[config.mk]
export PLATFORM = sky130hd
export DESIGN_NAME = header_length_frame_deframer_core_flat
export DESIGN_NICKNAME = d
export VERILOG_FILES = /design/src/hw/rtl/hlfd_pkg.sv /design/src/hw/rtl/hlfd_in_if.sv /design/src/hw/rtl/hlfd_out_if.sv /design/src/hw/rtl/hlfd_cfg_regs.sv /design/src/hw/rtl/hlfd_frame_fsm.sv /design/src/hw/rtl/hlfd_out_reg.sv /design/src/hw/rtl/header_length_frame_deframer_core.sv /design/src/flat_wrapper.sv
export SDC_FILE = /design/constraint.sdc
export NUM_CORES = 1
export LEC_CHECK = 0
export BUFFER_PORTS_ARGS = -buffer_cell sky130_fd_sc_hd__buf_2
export CAP_MARGIN = 25
export CELL_PAD_IN_SITES_DETAIL_PLACEMENT = 1
export CELL_PAD_IN_SITES_GLOBAL_PLACEMENT = 1
export CORE_UTILIZATION = 35
export CTS_BUF_LIST = sky130_fd_sc_hd__clkbuf_2
export DETAILED_ROUTE_END_ITERATION = 7
export PLACE_DENSITY_LB_ADDON = 0.25
export SYNTH_ARGS = -nofsm -noshare
export SYNTH_HDL_FRONTEND = slang
export SYNTH_SLANG_ARGS = --single-unit
[constraint.sdc]
create_clock -name clk -period 10.2 [get_ports clk]
set_clock_uncertainty 0.1 [all_clocks]
set_input_delay 2.04 -clock clk [delete_from_list [all_inputs] [get_ports clk]]
set_output_delay 2.04 -clock clk [all_outputs]
set_load 0.05 [all_outputs]
[src/hw/rtl/hlfd_pkg.sv]
`default_nettype none

package hlfd_pkg;

  localparam int PADDR_W = 5;

  localparam logic [2:0] REG_HEADER_BYTES   = 3'd0;
  localparam logic [2:0] REG_HEADER_VALUE   = 3'd1;
  localparam logic [2:0] REG_LENGTH_BYTES   = 3'd2;
  localparam logic [2:0] REG_CHECKSUM_BYTES = 3'd3;
  localparam logic [2:0] REG_MAX_FRAME      = 3'd4;

  localparam logic [16:0] MAX_FRAME_CAP = 17'd65536;

  typedef enum logic [1:0] {
    PH_HUNT = 2'd0,
    PH_LEN  = 2'd1,
    PH_DATA = 2'd2,
    PH_CSUM = 2'd3
  } phase_t;

  typedef enum logic [1:0] {
    KIND_PAYLOAD = 2'd0,
    KIND_DONE    = 2'd1,
    KIND_REJECT  = 2'd2
  } kind_t;

  // effective (clamped) settings
  typedef struct packed {
    logic [2:0]  header_bytes;
    logic [31:0] header_value;
    logic [2:0]  length_bytes;
    logic [2:0]  checksum_bytes;
    logic [16:0] limit;
  } cfg_t;

  typedef struct packed {
    logic        valid;
    kind_t       kind;
    logic [7:0]  payload_byte;
    logic [15:0] byte_index;
    logic [31:0] frame_length;
    logic [31:0] received_checksum;
  } res_t;

  function automatic logic [2:0] clamp14(input logic [2:0] v);
    logic [2:0] r;
    begin
      r = v;
      if (v == 3'd0) r = 3'd1;
      else if (v > 3'd4) r = 3'd4;
      return r;
    end
  endfunction

  // bytes arrive little-endian; new byte lands at the top of an n-byte field
  function automatic logic [31:0] shift_in(input logic [31:0] acc, input logic [7:0] b,
                                           input logic [2:0] n);
    logic [31:0] r;
    begin
      r = acc >> 8;
      case (n)
        3'd1:    r = r | {24'd0, b};
        3'd2:    r = r | {16'd0, b, 8'd0};
        3'd3:    r = r | {8'd0, b, 16'd0};
        default: r = r | {b, 24'd0};
      endcase
      return r;
    end
  endfunction

  function automatic logic [31:0] hdr_mask(input logic [2:0] n);
    logic [31:0] r;
    begin
      case (n)
        3'd1:    r = 32'h0000_00FF;
        3'd2:    r = 32'h0000_FFFF;
        3'd3:    r = 32'h00FF_FFFF;
        default: r = 32'hFFFF_FFFF;
      endcase
      return r;
    end
  endfunction

endpackage

`default_nettype wire

[src/hw/rtl/hlfd_in_if.sv]
`default_nettype none

interface hlfd_in_if;
  logic       valid;
  logic       ready;
  logic [7:0] rx_byte;

  modport source (output valid, output rx_byte, input ready);
  modport sink (input valid, input rx_byte, output ready);
endinterface

`default_nettype wire

[src/hw/rtl/hlfd_out_if.sv]
`default_nettype none

interface hlfd_out_if;
  logic        valid;
  logic        ready;
  logic [1:0]  kind;
  logic [7:0]  payload_byte;
  logic [15:0] byte_index;
  logic [31:0] frame_length;
  logic [31:0] received_checksum;

  modport source (output valid, output kind, output payload_byte, output byte_index,
                  output frame_length, output received_checksum, input ready);
  modport sink (input valid, input kind, input payload_byte, input byte_index,
                input frame_length, input received_checksum, output ready);
endinterface

`default_nettype wire

[src/hw/rtl/hlfd_cfg_regs.sv]
`default_nettype none

module hlfd_cfg_regs (
  input  wire logic                        clk,
  input  wire logic                        rst,
  input  wire logic                        psel,
  input  wire logic                        penable,
  input  wire logic                        pwrite,
  input  wire logic [hlfd_pkg::PADDR_W-1:0] paddr,
  input  wire logic [31:0]                 pwdata,
  output logic [31:0]                      prdata,
  output logic                             pready,
  output hlfd_pkg::cfg_t                   cfg
);
  import hlfd_pkg::*;

  logic [2:0]  header_bytes;
  logic [31:0] header_value;
  logic [2:0]  length_bytes;
  logic [2:0]  checksum_bytes;
  logic [16:0] max_frame;
  logic [2:0]  reg_idx;
  logic        wr;

  assign reg_idx = paddr[4:2];
  assign wr      = psel && penable && pwrite;
  assign pready  = 1'b1;

  always_ff @(posedge clk) begin
    if (rst) begin
      header_bytes   <= 3'd2;
      header_value   <= 32'd0;
      length_bytes   <= 3'd2;
      checksum_bytes <= 3'd0;
      max_frame      <= 17'd256;
    end else if (wr) begin
      case (reg_idx)
        REG_HEADER_BYTES:   header_bytes   <= pwdata[2:0];
        REG_HEADER_VALUE:   header_value   <= pwdata;
        REG_LENGTH_BYTES:   length_bytes   <= pwdata[2:0];
        REG_CHECKSUM_BYTES: checksum_bytes <= pwdata[2:0];
        REG_MAX_FRAME:      max_frame      <= pwdata[16:0];
        default: ;
      endcase
    end
  end

  always_comb begin
    case (reg_idx)
      REG_HEADER_BYTES:   prdata = {29'd0, header_bytes};
      REG_HEADER_VALUE:   prdata = header_value;
      REG_LENGTH_BYTES:   prdata = {29'd0, length_bytes};
      REG_CHECKSUM_BYTES: prdata = {29'd0, checksum_bytes};
      REG_MAX_FRAME:      prdata = {15'd0, max_frame};
      default:            prdata = 32'd0;
    endcase
  end

  always_comb begin
    cfg.header_bytes   = clamp14(header_bytes);
    cfg.header_value   = header_value;
    cfg.length_bytes   = clamp14(length_bytes);
    cfg.checksum_bytes = (checksum_bytes > 3'd4) ? 3'd4 : checksum_bytes;
    cfg.limit          = (max_frame > MAX_FRAME_CAP) ? MAX_FRAME_CAP : max_frame;
  end

endmodule

`default_nettype wire

[src/hw/rtl/hlfd_frame_fsm.sv]
`default_nettype none

module hlfd_frame_fsm (
  input  wire logic           clk,
  input  wire logic           rst,
  input  wire hlfd_pkg::cfg_t cfg,
  input  wire logic           take,
  input  wire logic [7:0]     rx_byte,
  output hlfd_pkg::res_t      res
);
  import hlfd_pkg::*;

  phase_t      phase, phase_next;
  logic [31:0] header_window, header_window_next;
  logic [31:0] length_accum, length_accum_next;
  logic [15:0] byte_count, byte_count_next;
  logic [31:0] checksum_accum, checksum_accum_next;

  logic [31:0] win_sh, len_sh, cs_sh;
  logic [15:0] bc_inc;
  logic [2:0]  cs_n;
  logic        hdr_hit, len_more, len_reject, data_more, cs_more;

  assign cs_n       = (cfg.checksum_bytes == 3'd0) ? 3'd1 : cfg.checksum_bytes;
  assign win_sh     = shift_in(header_window, rx_byte, cfg.header_bytes);
  assign len_sh     = shift_in(length_accum, rx_byte, cfg.length_bytes);
  assign cs_sh      = shift_in(checksum_accum, rx_byte, cs_n);
  assign bc_inc     = byte_count + 16'd1;
  assign hdr_hit    = ((win_sh ^ cfg.header_value) & hdr_mask(cfg.header_bytes)) == 32'd0;
  assign len_more   = bc_inc < {13'd0, cfg.length_bytes};
  assign len_reject = ({1'b0, len_sh} + {30'd0, cfg.checksum_bytes}) >= {16'd0, cfg.limit};
  assign data_more  = {16'd0, bc_inc} < length_accum;
  assign cs_more    = bc_inc < {13'd0, cs_n};

  always_comb begin
    phase_next          = phase;
    header_window_next  = header_window;
    length_accum_next   = length_accum;
    byte_count_next     = byte_count;
    checksum_accum_next = checksum_accum;
    case (phase)
      PH_HUNT: begin
        header_window_next = win_sh;
        if (hdr_hit) begin
          phase_next        = PH_LEN;
          length_accum_next = 32'd0;
          byte_count_next   = 16'd0;
        end
      end
      PH_LEN: begin
        length_accum_next = len_sh;
        byte_count_next   = bc_inc;
        if (!len_more) begin
          byte_count_next = 16'd0;
          if (len_reject) begin
            phase_next = PH_HUNT;
          end else if (len_sh != 32'd0) begin
            phase_next = PH_DATA;
          end else if (cfg.checksum_bytes != 3'd0) begin
            checksum_accum_next = 32'd0;
            phase_next          = PH_CSUM;
          end else begin
            phase_next = PH_HUNT;
          end
        end
      end
      PH_DATA: begin
        byte_count_next = bc_inc;
        if (!data_more) begin
          byte_count_next = 16'd0;
          if (cfg.checksum_bytes != 3'd0) begin
            checksum_accum_next = 32'd0;
            phase_next          = PH_CSUM;
          end else begin
            phase_next = PH_HUNT;
          end
        end
      end
      PH_CSUM: begin
        checksum_accum_next = cs_sh;
        byte_count_next     = bc_inc;
        if (!cs_more) begin
          byte_count_next = 16'd0;
          phase_next      = PH_HUNT;
        end
      end
      default: phase_next = PH_HUNT;
    endcase
  end

  always_comb begin
    res = '0;
    case (phase)
      PH_LEN: begin
        if (!len_more) begin
          if (len_reject) begin
            res.valid        = 1'b1;
            res.kind         = KIND_REJECT;
            res.frame_length = len_sh;
          end else if (len_sh == 32'd0 && cfg.checksum_bytes == 3'd0) begin
            res.valid = 1'b1;
            res.kind  = KIND_DONE;
          end
        end
      end
      PH_DATA: begin
        res.valid        = 1'b1;
        res.payload_byte = rx_byte;
        res.byte_index   = byte_count;
        res.frame_length = length_accum;
        res.kind         = (!data_more && cfg.checksum_bytes == 3'd0) ? KIND_DONE : KIND_PAYLOAD;
      end
      PH_CSUM: begin
        if (!cs_more) begin
          res.valid             = 1'b1;
          res.kind              = KIND_DONE;
          res.frame_length      = length_accum;
          res.received_checksum = cs_sh;
        end
      end
      default: res = '0;
    endcase
  end

  always_ff @(posedge clk) begin
    if (rst) begin
      phase          <= PH_HUNT;
      header_window  <= 32'd0;
      length_accum   <= 32'd0;
      byte_count     <= 16'd0;
      checksum_accum <= 32'd0;
    end else if (take) begin
      phase          <= phase_next;
      header_window  <= header_window_next;
      length_accum   <= length_accum_next;
      byte_count     <= byte_count_next;
      checksum_accum <= checksum_accum_next;
    end
  end

endmodule

`default_nettype wire

[src/hw/rtl/hlfd_out_reg.sv]
`default_nettype none

module hlfd_out_reg (
  input  wire logic           clk,
  input  wire logic           rst,
  input  wire logic           take,
  input  wire hlfd_pkg::res_t res,
  output logic                room,
  hlfd_out_if.source          dout
);
  import hlfd_pkg::*;

  logic        valid;
  kind_t       kind;
  logic [7:0]  payload_byte;
  logic [15:0] byte_index;
  logic [31:0] frame_length;
  logic [31:0] received_checksum;

  assign room = !valid || dout.ready;

  always_ff @(posedge clk) begin
    if (rst) begin
      valid <= 1'b0;
    end else if (take) begin
      valid <= res.valid;
    end else if (dout.ready) begin
      valid <= 1'b0;
    end
  end

  always_ff @(posedge clk) begin
    if (take && res.valid) begin
      kind              <= res.kind;
      payload_byte      <= res.payload_byte;
      byte_index        <= res.byte_index;
      frame_length      <= res.frame_length;
      received_checksum <= res.received_checksum;
    end
  end

  assign dout.valid             = valid;
  assign dout.kind              = kind;
  assign dout.payload_byte      = payload_byte;
  assign dout.byte_index        = byte_index;
  assign dout.frame_length      = frame_length;
  assign dout.received_checksum = received_checksum;

endmodule

`default_nettype wire

[src/hw/rtl/header_length_frame_deframer_core.sv]
`default_nettype none

// Channel  Dir  Fields                                              Transfer
// din      in   rx_byte                                             valid && ready
// dout     out  kind, payload_byte, byte_index, frame_length,       valid && ready
//               received_checksum
// apb      in   psel/penable/pwrite/paddr/pwdata -> prdata, pready  psel && penable && pready
//
// One byte per cycle while din.ready is high: each transfer on din updates the frame
// state and, when it yields a result, loads the output register on the same edge.
// din.ready drops only while a result sits in the output register and dout.ready is low.
// Synchronous reset returns to header hunt, restores default settings and clears dout.valid.
module header_length_frame_deframer_core (
  input  wire logic                        clk,
  input  wire logic                        rst,
  hlfd_in_if.sink                          din,
  hlfd_out_if.source                       dout,
  input  wire logic                        psel,
  input  wire logic                        penable,
  input  wire logic                        pwrite,
  input  wire logic [hlfd_pkg::PADDR_W-1:0] paddr,
  input  wire logic [31:0]                 pwdata,
  output logic [31:0]                      prdata,
  output logic                             pready
);
  import hlfd_pkg::*;

  cfg_t cfg;
  res_t res;
  logic room;
  logic take;

  assign din.ready = room;
  assign take      = din.valid && room;

  hlfd_cfg_regs u_cfg (
    .clk     (clk),
    .rst     (rst),
    .psel    (psel),
    .penable (penable),
    .pwrite  (pwrite),
    .paddr   (paddr),
    .pwdata  (pwdata),
    .prdata  (prdata),
    .pready  (pready),
    .cfg     (cfg)
  );

  hlfd_frame_fsm u_fsm (
    .clk     (clk),
    .rst     (rst),
    .cfg     (cfg),
    .take    (take),
    .rx_byte (din.rx_byte),
    .res     (res)
  );

  hlfd_out_reg u_out (
    .clk  (clk),
    .rst  (rst),
    .take (take),
    .res  (res),
    .room (room),
    .dout (dout)
  );

  a_stall_blocks_input: assert property (@(posedge clk) disable iff (rst)
    (dout.valid && !dout.ready) |-> !din.ready)
    else $error("input taken while result stalled");

  a_reject_fields: assert property (@(posedge clk) disable iff (rst)
    (dout.valid && dout.kind == KIND_REJECT) |->
      (dout.payload_byte == 8'd0 && dout.byte_index == 16'd0 &&
       dout.received_checksum == 32'd0))
    else $error("reject carries stray fields");

  a_payload_index: assert property (@(posedge clk) disable iff (rst)
    (dout.valid && dout.kind == KIND_PAYLOAD) |->
      ({16'd0, dout.byte_index} < dout.frame_length && dout.received_checksum == 32'd0))
    else $error("payload index out of frame");

  a_result_follows_take: assert property (@(posedge clk) disable iff (rst)
    (dout.valid && !$past(dout.valid)) |-> $past(take))
    else $error("result appeared without a transfer");

endmodule

`default_nettype wire

[src/flat_wrapper.sv]
// flat-port wrapper written by rule: the top's interface ports become plain ports
module header_length_frame_deframer_core_flat import hlfd_pkg::*;
  (clk, rst, psel, penable, pwrite, paddr, pwdata, prdata, pready, din_valid, din_rx_byte, din_ready, dout_valid, dout_kind, dout_payload_byte, dout_byte_index, dout_frame_length, dout_received_checksum, dout_ready);
  hlfd_in_if din_i ();
  hlfd_out_if dout_i ();
  input  wire logic clk;
  input  wire logic rst;
  input  wire logic psel;
  input  wire logic penable;
  input  wire logic pwrite;
  input  wire logic [hlfd_pkg::PADDR_W-1:0] paddr;
  input  wire logic [31:0] pwdata;
  output logic [31:0] prdata;
  output logic pready;
  input wire logic [$bits(din_i.valid)-1:0] din_valid;
  input wire logic [$bits(din_i.rx_byte)-1:0] din_rx_byte;
  output wire logic [$bits(din_i.ready)-1:0] din_ready;
  output wire logic [$bits(dout_i.valid)-1:0] dout_valid;
  output wire logic [$bits(dout_i.kind)-1:0] dout_kind;
  output wire logic [$bits(dout_i.payload_byte)-1:0] dout_payload_byte;
  output wire logic [$bits(dout_i.byte_index)-1:0] dout_byte_index;
  output wire logic [$bits(dout_i.frame_length)-1:0] dout_frame_length;
  output wire logic [$bits(dout_i.received_checksum)-1:0] dout_received_checksum;
  input wire logic [$bits(dout_i.ready)-1:0] dout_ready;
  assign din_i.valid = din_valid;
  assign din_i.rx_byte = din_rx_byte;
  assign din_ready = din_i.ready;
  assign dout_valid = dout_i.valid;
  assign dout_kind = dout_i.kind;
  assign dout_payload_byte = dout_i.payload_byte;
  assign dout_byte_index = dout_i.byte_index;
  assign dout_frame_length = dout_i.frame_length;
  assign dout_received_checksum = dout_i.received_checksum;
  assign dout_i.ready = dout_ready;
  header_length_frame_deframer_core u_core (.clk(clk), .rst(rst), .din(din_i), .dout(dout_i), .psel(psel), .penable(penable), .pwrite(pwrite), .paddr(paddr), .pwdata(pwdata), .prdata(prdata), .pready(pready));
endmodule
### After elaboration in Yosys (flattened, before gate mapping)

Index checks and enable logic that the tools add are counted.

* register bits: 263
* latch bits: 0
* input port bits: 52
* output and inout port bits: 125
* memories: 0
* memory bits (writable): 0
* ROM bits: 0

* multipliers: 0
* add/sub/neg operators: 2
* equality and inequality tests: 22
* reductions and logical operators: 32
* order comparisons: 8
* muxes and demuxes: 45
* bitwise logic cells: 15
* shifts and indexed selects: 0
* divide/modulo/power cells: 0

Operators with widths (count)
* case mux 32 bit (3 select lines): 6
* two-way mux 32 bit: 8
* case mux 32 bit (5 select lines): 1
* bitwise OR 24 x 32 -> 32 bit: 3
* bitwise OR 24 x 16 -> 24 bit: 3
* bitwise OR 24 bit: 3
* bitwise OR 24 x 8 -> 24 bit: 3
* logical NOT 32 bit: 2
* two-way mux 16 bit: 4
* two-way mux 64 bit: 1
* case mux 16 bit (4 select lines): 1
* case mux 32 bit (2 select lines): 1
* adder 32 x 3 -> 33 bit: 1
* >= comparator 33 x 17 -> 1 bit: 1
* AND 32 bit: 1
* < comparator 16 x 3 -> 1 bit: 2
* < comparator 16 x 32 -> 1 bit: 1
* nonzero test 32 bit: 1
* XOR 32 bit: 1
* two-way mux 3 bit: 10
* equality test 3 x 2 -> 1 bit, second input constant: 8
* greater-than comparator 17 bit, second input constant: 1
* two-way mux 17 bit: 1
* adder 16 x 1 -> 16 bit, second input constant: 1
* other kinds (23): 59

### Longest topological paths before layout

Gate-level depths: netlist of run 1.

* depth after elaboration: 12
* depth in mapped cells: 22

### Modules after synthesis

Synthesis of run 1 repeated with hierarchy kept, for this count alone.

* cells, all modules: 1522
* area total of the unflattened synthesis: 13977.2 sq um

By module, submodules not included
* hlfd_frame_fsm: cells each 1067, seq. area each 1961.9 sq um, times used 1, area each 8074.0 sq um
* hlfd_cfg_regs: cells each 359, seq. area each 1161.1 sq um, times used 1, area each 3134.3 sq um
* hlfd_out_reg: cells each 95, seq. area each 2722.6 sq um, times used 1, area each 2762.6 sq um
* header_length_frame_deframer_core: cells each 1, seq. area each 0.0 sq um, times used 1, area each 6.3 sq um

### Worst setup path after synthesis of run 1

Ideal clock, no wire load.

* kind: input -> register
* from: input din_rx_byte[1]
* to: register u_core.u_out.byte_index[0], in the netlist u_core.u_out.dout.byte_index[0] (enable)
* library setup time: 0.447 ns
* arrival: 7.257 ns
* path buffers: 2
* setup slack: 2.396 ns
* stages: 18
* cell sequence: clkbuf_1 clkbuf_1 nand2_1 o21ai_0 ha_1 a21o_1 a21oi_1 nand4b_2 nor3_1 xnor2_1 ha_1 and4_1 nand2_1 o31a_1 o2111ai_1 nor3_1 a31oi_1 a21o_1

* cells in the longest elaborated chain, start to end: 9
* elaborated cells on any way between the ends: 14
* classes of those cells: add/sub: 1; order compare: 1; mux: 5; bitwise: 4; reduce/logical: 3

RTL lines
* start: declaration: line flat_wrapper.sv:16 `input wire logic [$bits(din_i.rx_byte)-1:0] din_rx_byte;`
* bitwise OR 24 x 8 -> 24 bit (tied with other cells): line hlfd_pkg.sv:63 `3'd1: r = r | {24'd0, b};`
* case mux 32 bit (3 select lines) *: line hlfd_pkg.sv:62 `case (n)`
* parallel branches: the longest is 3 deep, another holds adder 32 x 3 -> 33 bit
* two-way mux 3 bit *: line hlfd_frame_fsm.sv:96 `if (len_reject) begin`
* two-way mux 3 bit *: line hlfd_frame_fsm.sv:95 `if (!len_more) begin`
* case mux 3 bit (3 select lines) *: line hlfd_frame_fsm.sv:93 `case (phase)`
* logical AND 1 bit *: line hlfd_out_reg.sv:33 `if (take && res.valid) begin`
* end signal: assignment: line hlfd_out_reg.sv:36 `byte_index <= res.byte_index;`
* end: declaration: line hlfd_out_reg.sv:16 `logic [15:0] byte_index;`

Every way passes the cells marked *.
A chain may end at the register's enable or synchronous reset.

### Worst setup path after layout of run 1

* from: input din_rx_byte[1]
* to: register u_core.u_out.frame_length[21], in the netlist u_core.u_out.dout.frame_length[21] (enable)

* cells in the longest elaborated chain, start to end: 9
* elaborated cells on any way between the ends: 14
* classes of those cells: add/sub: 1; order compare: 1; mux: 5; bitwise: 4; reduce/logical: 3

RTL lines
* bitwise OR 24 x 8 -> 24 bit (tied with other cells): line hlfd_pkg.sv:63
* case mux 32 bit (3 select lines) *: line hlfd_pkg.sv:62
* parallel branches: the longest is 3 deep, another holds adder 32 x 3 -> 33 bit
* two-way mux 3 bit *: line hlfd_frame_fsm.sv:96
* two-way mux 3 bit *: line hlfd_frame_fsm.sv:95
* case mux 3 bit (3 select lines) *: line hlfd_frame_fsm.sv:93
* logical AND 1 bit *: line hlfd_out_reg.sv:33
* end signal: assignment: line hlfd_out_reg.sv:37 `frame_length <= res.frame_length;`
* end: declaration: line hlfd_out_reg.sv:17 `logic [31:0] frame_length;`

Marked as above.

==> results.md, run 1 <==
| Item | Value | Unit |
|:---|:---|:---|
| Number of global-route vias before repair | 12.9k | - |
| Worst-margin pin slew | 1.02 | ns |
| Slew Viols, Final | 0 | - |
| Avg WL per Cell | 21.0 | um |
| Port Buffer Count | 173 | - |
| Post-route antenna net violation count | 0 | - |
| CP startpoint kind | primary input | - |
| Kind of critical path | primary input to flip-flop | - |
| Data required time at the worst endpoint | 10.67 | ns |
| Routability congestion estimate from global placement | 0.878 | - |
| Most frequent cells in the layout | sky130_fd_sc_hd__nand2_1 (219), sky130_fd_sc_hd__buf_2 (174), sky130_fd_sc_hd__dfxtp_1 (157), sky130_fd_sc_hd__a21oi_1 (146), sky130_fd_sc_hd__nor2_1 (137) | - |
| Number of remaining DRC errors | 0 | - |
| Reg-to-Reg End | u_core.u_out.dout.frame_length[21] | - |
| HPWL reported at the end of detailed placement | 33.4 | mm |
| Post-synthesis area per instance | 8.55 | um^2 |
| R2r worst-path depth | 14 | - |
| Via count | 12.9k | - |
| Area of the mapped netlist | 13,500 | um^2 |
| Post-route clock period utilization | 71.8 | % |
| Hold path depth | 2 | - |
| RSZ-0062 raised after global routing | no | - |
| Max Fanout on Critical Path | 59 | - |
| Final nets | 1,816 | - |
| Hold wc startpoint | u_core.u_fsm.header_window[24] | - |
| Kind of capture point of the worst setup path | flip-flop | - |
| GRT Overall Usage | 24.5 | % |
| Num CTS Buffers | 71 | - |
| Post-CTS clock slew at the launch and capture registers of the worst setup and hold paths | 0.09 | ns |
| Number of maximum-capacitance constraint violations | 0 | - |
| Number of antenna violations at the first check in global routing | 2 | - |
| Clock buffer depth | 3 | - |
| Final routed wirelength across all metal layers | 47.9 | mm |
| Count of final setup violators | 0 | - |
| Result of the run | completed | - |
| Hold Buf Count CTS | 0 | - |
| Layout cells sized above 1 | 19.1 | % |
| Initial DRT Pass Iterations | 5 | - |
| Max stage delay cell, worst path | sky130_fd_sc_hd__o21ai_0 | - |
| YS warnings | 0 | - |
| Classification of the worst-slack hold path | flip-flop to flip-flop | - |
| Area growth from synthesis to layout | 13.7 | % |
| Row count | 71 | - |
| Arrival time at the worst endpoint | 7.80 | ns |
| Number of instances resized during post-cts repair | 0 | - |
| Core area | 37,800 | um^2 |
| Starting Density | 35.7 | % |
| Area used by multi-input combinational logic | 7000 | um^2 |
| Capture endpoint of the worst hold path | u_core.u_fsm.header_window[24] | - |
| Fill cell count | 4,579 | - |
| Clock tree from TritonCTS | yes | - |
| Wire length of the first global-routing pass | 74.3 | mm |
| Timing-limited maximum frequency | 136 | MHz |
| Starting DRC count in detailed routing | 814 | - |
| Top FF cell, synth | sky130_fd_sc_hd__dfxtp_1 | - |
| Number of enable flip-flop cells after synthesis | 90 | - |
| Total leakage power | 6.23 | nW |
| Summed negative setup slack over all endpoints | 0 | ns |
| Source of the worst register-to-register timing path | u_core.u_cfg.length_bytes[1] | - |
| Die Width | 198 | um |
| Final Hold Vio Count | 0 | - |
| Buffer count from post-CTS setup fixing | 0 | - |
| Commonest non-fill, non-tap cell in the layout | sky130_fd_sc_hd__nand2_1 | - |
| Critical Path, Cell by Cell | buf_2 > nand2_1 > o21ai_0 > ha_1 > a21o_1 > a21oi_1 > nand4b_2 > nor3_1 > xnor2_1 > ha_1 > and4_1 > a221oi_1 > nor2_1 > a21oi_1 > o2111ai_1 > nor3_1 > a31oi_1 > a21o_4 > buf_4 | - |
| Sequential cell area | 5850 | um^2 |
| Part of the Yosys area used for sequential elements | 43.4 | % |
| Total of flip-flops plus latches after synthesis | 247 | - |
| Tightest hold margin | 0.364 | ns |
| Total die area | 39,300 | um^2 |
| Clock net sink count | 247 | - |
| Count of unique library cells instantiated by Yosys | 86 | - |
| Power density over the cells | 125 | nW/um^2 |
| CTS Root Buffer Type | sky130_fd_sc_hd__clkbuf_2 | - |
| Remaining max-slew budget at the tightest pin | 31.9 | % |
| Clk Latency, worst-skew pair | 0.97 | ns |
| Max incr delay on CP | 0.73 | ns |
| Net Count, Synth | 1,671 | - |
| Num ports | 177 | - |
| Maximum number of pins on one net before global-route repair | 87 | - |
| Gate count after technology mapping | 1,578 | - |
| Worst ir drop on vdd | 61.6 | uV |
| Maximum level of the CTS H-tree | 3 | - |
| Average via count per standard cell | 5.64 | - |
| Time the final worst path needs with I/O delays and setup | 7.33 | ns |
| Total global routing overflow | 0 | - |
| Fraction of registers with async set/reset | 0 | % |
| Overall die height | 198 | um |
| Setup slack of the worst register-to-register path | 3.54 | ns |
-- worst max-delay path: cells and delay by family --
kind	cells	cell delay (ns)
AO/OA/AOI/OAI	8	2.40
XOR/XNOR	1	0.18
adder cells (fa/ha/maj)	2	0.70
buffers and inverters	2	0.86
AND/OR/NAND/NOR	6	1.53
-- metrics by stage --
step                total power, mW  util (%)  setup slack (ns)  area (um^2)  instances
finish                         1.92      40.6              2.87        15300       2284
global placement               1.16      38.8              2.15        14700       2158
global route                   2.01      40.6              2.50        15300       2284
detailed placement             1.17      38.9              1.95        14700       2160
floorplan                      1.12         -              2.40        13500       1578
CTS                            1.95      40.6              2.97        15300       2282
-- per-layer routing --
| layer | vias to the layer above | track usage (%) | part of all wire [%] |
|---|---|---|---|
| met5 | - | 0 | 0 |
| met4 | 0 | 9.27 | 2.6 |
| met3 | 84 | 4.29 | 5.4 |
| met2 | 392 | 40.2 | 47 |
| met1 | 6327 | 32.0 | 45 |
| li1 | 6074 | - | - |
-- cells in the mapped netlist (14+ instances only) --
| cell type | number | area share [%] |
|---|---|---|
| sky130_fd_sc_hd__inv_1 | 43 | 1.2 |
| sky130_fd_sc_hd__a21o_1 | 21 | 1.2 |
| sky130_fd_sc_hd__nor2_1 | 137 | 3.8 |
| sky130_fd_sc_hd__o2111ai_1 | 17 | 1.1 |
| sky130_fd_sc_hd__a22oi_1 | 31 | 1.7 |
| sky130_fd_sc_hd__nor4_1 | 35 | 1.6 |
| sky130_fd_sc_hd__xnor2_1 | 27 | 1.8 |
| sky130_fd_sc_hd__a31oi_1 | 25 | 1.2 |
| sky130_fd_sc_hd__nand4_1 | 25 | 1.2 |
| sky130_fd_sc_hd__nand3_1 | 46 | 1.7 |
| sky130_fd_sc_hd__a21oi_1 | 146 | 5.4 |
| sky130_fd_sc_hd__and2_1 | 46 | 2.1 |
| sky130_fd_sc_hd__ha_1 | 40 | 3.7 |
| sky130_fd_sc_hd__o21ai_0 | 54 | 2.0 |
| sky130_fd_sc_hd__edfxtp_1 | 90 | 20 |
| sky130_fd_sc_hd__nor3_1 | 33 | 1.2 |
| sky130_fd_sc_hd__xor2_1 | 20 | 1.3 |
| sky130_fd_sc_hd__clkbuf_1 | 108 | 3.0 |
| sky130_fd_sc_hd__nand2_1 | 219 | 6.1 |
| sky130_fd_sc_hd__nor2b_1 | 14 | 0.65 |
| sky130_fd_sc_hd__dfxtp_1 | 157 | 23 |
-- layout make-up --
cell class	instances	area share (%)
clock buffers	106	3.46
flip-flops and latches	247	38.1
well taps	511	4.17
clock inverters	16	0.775
multi-input cells	1164	45.7
inverters	45	1.10
diodes	1	0.0163
repair buffers	194	6.66
-- how the worst max path moves through the flow --
stage / slack, ns / to / depth (start not counted) / from
finish: 2.87 / u_core.u_out.dout.frame_length[21] / 19 / din_rx_byte[1]
CTS: 2.97 / u_core.u_out.dout.frame_length[13] / 19 / din_rx_byte[1]
floorplan: 2.40 / u_core.u_out.dout.byte_index[0] / 18 / din_rx_byte[1]
detailed placement: 1.95 / u_core.u_out.dout.frame_length[13] / 19 / din_rx_byte[1]
global route: 2.50 / u_core.u_out.dout.frame_length[13] / 19 / din_rx_byte[1]
global placement: 2.15 / u_core.u_out.dout.frame_length[14] / 19 / din_rx_byte[1]
-- registers in the layout (all words and copies together) (netlist names), 3 cells and up --
| name | cells |
|---|---|
| u_core.u_out.dout.frame_length | 32 |
| u_core.u_fsm.byte_count | 16 |
| u_core.u_out.dout.payload_byte | 8 |
| u_core.u_cfg.max_frame | 17 |
| u_core.u_cfg.checksum_bytes | 3 |
| u_core.u_fsm.length_accum | 32 |
| u_core.u_out.dout.received_checksum | 32 |
| u_core.u_cfg.header_value | 32 |
| u_core.u_fsm.checksum_accum | 24 |
| u_core.u_fsm.header_window | 24 |
| u_core.u_out.dout.byte_index | 16 |
| u_core.u_cfg.header_bytes | 3 |
| u_core.u_cfg.length_bytes | 3 |
-- cell families (layout without fill, tap and decap cells) --
kind of cell,after synthesis,count (layout),synth area share (%)
and+or+nand+nor,671,671,25.1
AOI/OAI and AO/OA,389,389,18.6
DFF,247,247,43.4
buffers and inverters,167,361,4.89
xor gates and xnor gates,47,47,3.05
adders and majority gates,41,41,3.86
muxes,15,15,1.16
other,1,2,0.0278
-- where the power goes --
part / switching, mW / internal [mW] / leakage (nW)
registers: 0.00590 / 1.02 / 2.27
logic: 0.0869 / 0.0341 / 3.47
clock network: 0.453 / 0.324 / 0.494
total: 0.546 / 1.38 / 6.23
(Power assumes the default switching activity.)
==> run 2, diff against run 1 <==
==> constraint.sdc (replaced) <==
create_clock -name clk -period 6.2 [get_ports clk]
set_clock_uncertainty 0.1 [all_clocks]
set_input_delay 1.24 -clock clk [delete_from_list [all_inputs] [get_ports clk]]
set_output_delay 1.24 -clock clk [all_outputs]
set_load 0.05 [all_outputs]
==> results.md, run 2 (synthesis results as in run 1) <==
| Item | Value | Unit | Delta |
|:---|:---|:---|:---|
| Result of the run | completed | - |  |
| Kind of capture point of the worst setup path | flip-flop | - |  |
| Maximum level of the CTS H-tree | 3 | - | unchanged |
| Critical Path, Cell by Cell | nor2b_1 > a21o_1 > ha_1 > fa_1 > a21o_1 > and4_2 > nand2_1 > nor2_1 > xnor2_1 > ha_1 > a21o_1 > a21o_1 > a21oi_1 > o31a_1 > o2111ai_1 > nor3_1 > buf_4 > a31oi_1 > a21o_4 > buf_4 | - |  |
| Timing-limited maximum frequency | 184 | MHz |  |
| Power share of the clock group | 40.3 | % | about the same |
| Total leakage power | 6.37 | nW | +2.2% |
| Summed negative setup slack over all endpoints | 0 | ns | unchanged |
| Most frequent cells in the layout | sky130_fd_sc_hd__nand2_1 (219), sky130_fd_sc_hd__buf_2 (173), sky130_fd_sc_hd__dfxtp_1 (157), sky130_fd_sc_hd__a21oi_1 (146), sky130_fd_sc_hd__nor2_1 (137) | - |  |
| Switch share | 28.2 | % | -0.16 points |
| Max stage delay cell, worst path | sky130_fd_sc_hd__dfxtp_1 | - |  |
| Remaining max-slew budget at the tightest pin | 33.5 | % | +1.6 points |
| Net switching power figure | 896 | uW | +64% |
| Count of final setup violators | 0 | - | unchanged |
| Core area | 37,800 | um^2 | unchanged |
| Kind of critical path | flip-flop to flip-flop | - |  |
| Routability congestion estimate from global placement | 0.941 | - | +7.1% |
| Share of power burned in combinational logic | 6.6 | % | +0.3 points |
| Arrival time at the worst endpoint | 6.01 | ns | -1.79 ns |
| Data required time at the worst endpoint | 6.78 | ns | -3.89 ns |
| Wire length of the first global-routing pass | 74.7 | mm | +0.51% |
| Number of remaining DRC errors | 0 | - | unchanged |
| Buffer count from post-CTS setup fixing | 0 | - | unchanged |
| Logic depth of the worst setup path including buffers | 20 | - | +1 |
| Avg WL per Cell | 21.1 | um | +0.56% |
| Crit path max-delay family | compound AO/OA/AOI/OAI gates | - |  |
| RSZ-0062 raised after global routing | no | - |  |
| Post-CTS clock slew at the launch and capture registers of the worst setup and hold paths | 0.11 | ns | +0.02 ns |
| Clock tree from TritonCTS | yes | - |  |
| Commonest non-fill, non-tap cell in the layout | sky130_fd_sc_hd__nand2_1 | - |  |
| Starting DRC count in detailed routing | 839 | - | +3.1% |
| HPWL reported at the end of detailed placement | 34.7 | mm | +3.9% |
| CP startpoint kind | flip-flop | - |  |
| Max incr delay on CP | 0.69 | ns | -0.04 ns |
| Hold Buf Count CTS | 0 | - | unchanged |
| Num ports | 177 | - | unchanged |
| CTS Root Buffer Type | sky130_fd_sc_hd__clkbuf_2 | - |  |
| Average via count per standard cell | 5.61 | - | -0.44% |
| GRT Overall Usage | 24.9 | % | +0.35 points |
| Area growth from synthesis to layout | 15.8 | % |  |
| Post-route clock period utilization | 87.6 | % |  |
| Slew Viols, Final | 0 | - | unchanged |
| Maximum number of pins on one net before global-route repair | 88 | - | +1.1% |
| Num CTS Buffers | 70 | - | -1.4% |
| Internal portion of total power | 2.28 | mW | +65% |
| Classification of the worst-slack hold path | flip-flop to flip-flop | - |  |
| Clock net sink count | 247 | - | unchanged |
| Die Width | 198 | um | unchanged |
| Worst-margin pin slew | 0.997 | ns | -0.0235 ns |
| Hold path depth | 2 | - | unchanged |
| Via count | 13.0k | - | +1.0% |
| Post-route antenna net violation count | 0 | - | unchanged |
| Number of global-route vias before repair | 13.0k | - | +0.45% |
| Buffers & Inverters on Critical Path | 2 | - | unchanged |
| Starting Density | 35.7 | % | unchanged |
| Max Fanout on Critical Path | 17 | - | -71% |
| Worst ir drop on vdd | 79.4 | uV | +29% |
| Port Buffer Count | 173 | - | unchanged |
| Number of instances resized during post-cts repair | 0 | - | unchanged |
| Final nets | 1,847 | - | +1.7% |
| Final core occ | 41.4 | % | +0.75 points |
| Power density over the cells | 203 | nW/um^2 | +62% |
| Total die area | 39,300 | um^2 | unchanged |
| Setup slack of the worst register-to-register path | 0.77 | ns | -2.77 ns |
| Total global routing overflow | 0 | - | unchanged |
| Number of antenna violations at the first check in global routing | 1 | - | -1 |
| Initial DRT Pass Iterations | 5 | - | unchanged |
| Number of maximum-capacitance constraint violations | 0 | - | unchanged |
| Clk Latency, worst-skew pair | 0.95 | ns | -0.02 ns |
| Final Hold Vio Count | 0 | - | unchanged |
| R2r worst-path depth | 20 | - | +6 |
| Row count | 71 | - | unchanged |
| Final routed wirelength across all metal layers | 48.8 | mm | +2.0% |
| Relative contribution of sequential cells to total power | 53.1 | % | -0.2 points |
| Time the final worst path needs with I/O delays and setup | 5.43 | ns |  |
| Standard cell area after detailed placement | 14,900 | um^2 | +1.9% |
| Clock buffer depth | 3 | - | unchanged |
| Layout cells sized above 1 | 20.7 | % | +1.5 points |
| Worst path most repeated cell | sky130_fd_sc_hd__a21o_1 | - |  |
| Overall die height | 198 | um | unchanged |
| Cell area after layout | 15,600 | um^2 | +1.8% |
==> run 2: changes by cell type in the layout (fill, tap and decap cells not counted), sizes merged <==
cell / before / now
clkinvlp: 1 / 2
clkinv: 14 / 12
buf: 194 / 226
inv: 44 / 46
==> run 2: routing by layer <==
layer,wire [um],vias up,track usage [%],part of all wire (%)
li1,-,6139,-,-
met1,22200,6376,32.6,45
met2,22700,396,39.5,47
met3,2290,95,4.36,4.7
met4,1670,0,11.9,3.4
met5,0,-,0,0
==> run 2: power groups by stage <==
stage	sequential (mW)	clock [mW]	combinational, mW
2_1_floorplan	1.72	0	0.124
3_3_place_gp	1.72	0	0.205
3_5_place_dp	1.72	0	0.208
4_1_cts	1.69	1.33	0.209
5_1_grt	1.69	1.42	0.226
6_report	1.68	1.28	0.210
==> run 2: per-stage QoR <==
stage	cells	hold WS (ns)	setup WS [ns]	total power, mW
CTS	2316	0.317	0.772	3.22
detailed placement	2193	0.347	0.103	1.93
floorplan	1578	0.332	0.213	1.84
finish	2317	0.356	0.767	3.17
global route	2317	0.337	0.470	3.33
global placement	2191	0.340	0.147	1.93
==> run 2: area by class of cell <==
cell class	count	area [um^2]
inverter	45	169
clock inverter	17	134
tap	511	639
multi-input combinational	1164	7000
sequential	247	5850
timing repair buffer	226	1290
antenna	1	2.50
clock buffer	106	531
fill	4598	22100
==> run 2: worst paths after layout <==
kind	startpoint	to
setup / recovery	u_core.u_cfg.length_bytes[2]	u_core.u_out.dout.frame_length[13]
hold / removal	u_core.u_fsm.header_window[30]	u_core.u_fsm.header_window[30]
setup reg to reg	u_core.u_cfg.length_bytes[2]	u_core.u_out.dout.frame_length[13]
hold reg to reg	u_core.u_fsm.header_window[30]	u_core.u_fsm.header_window[30]
==> run 2: worst min-delay path, stage by stage, from the launching register on <==
cell	delay (ns)
sky130_fd_sc_hd__dfxtp_1	0.32
sky130_fd_sc_hd__nand2_1	0.05
sky130_fd_sc_hd__a21oi_1	0.05
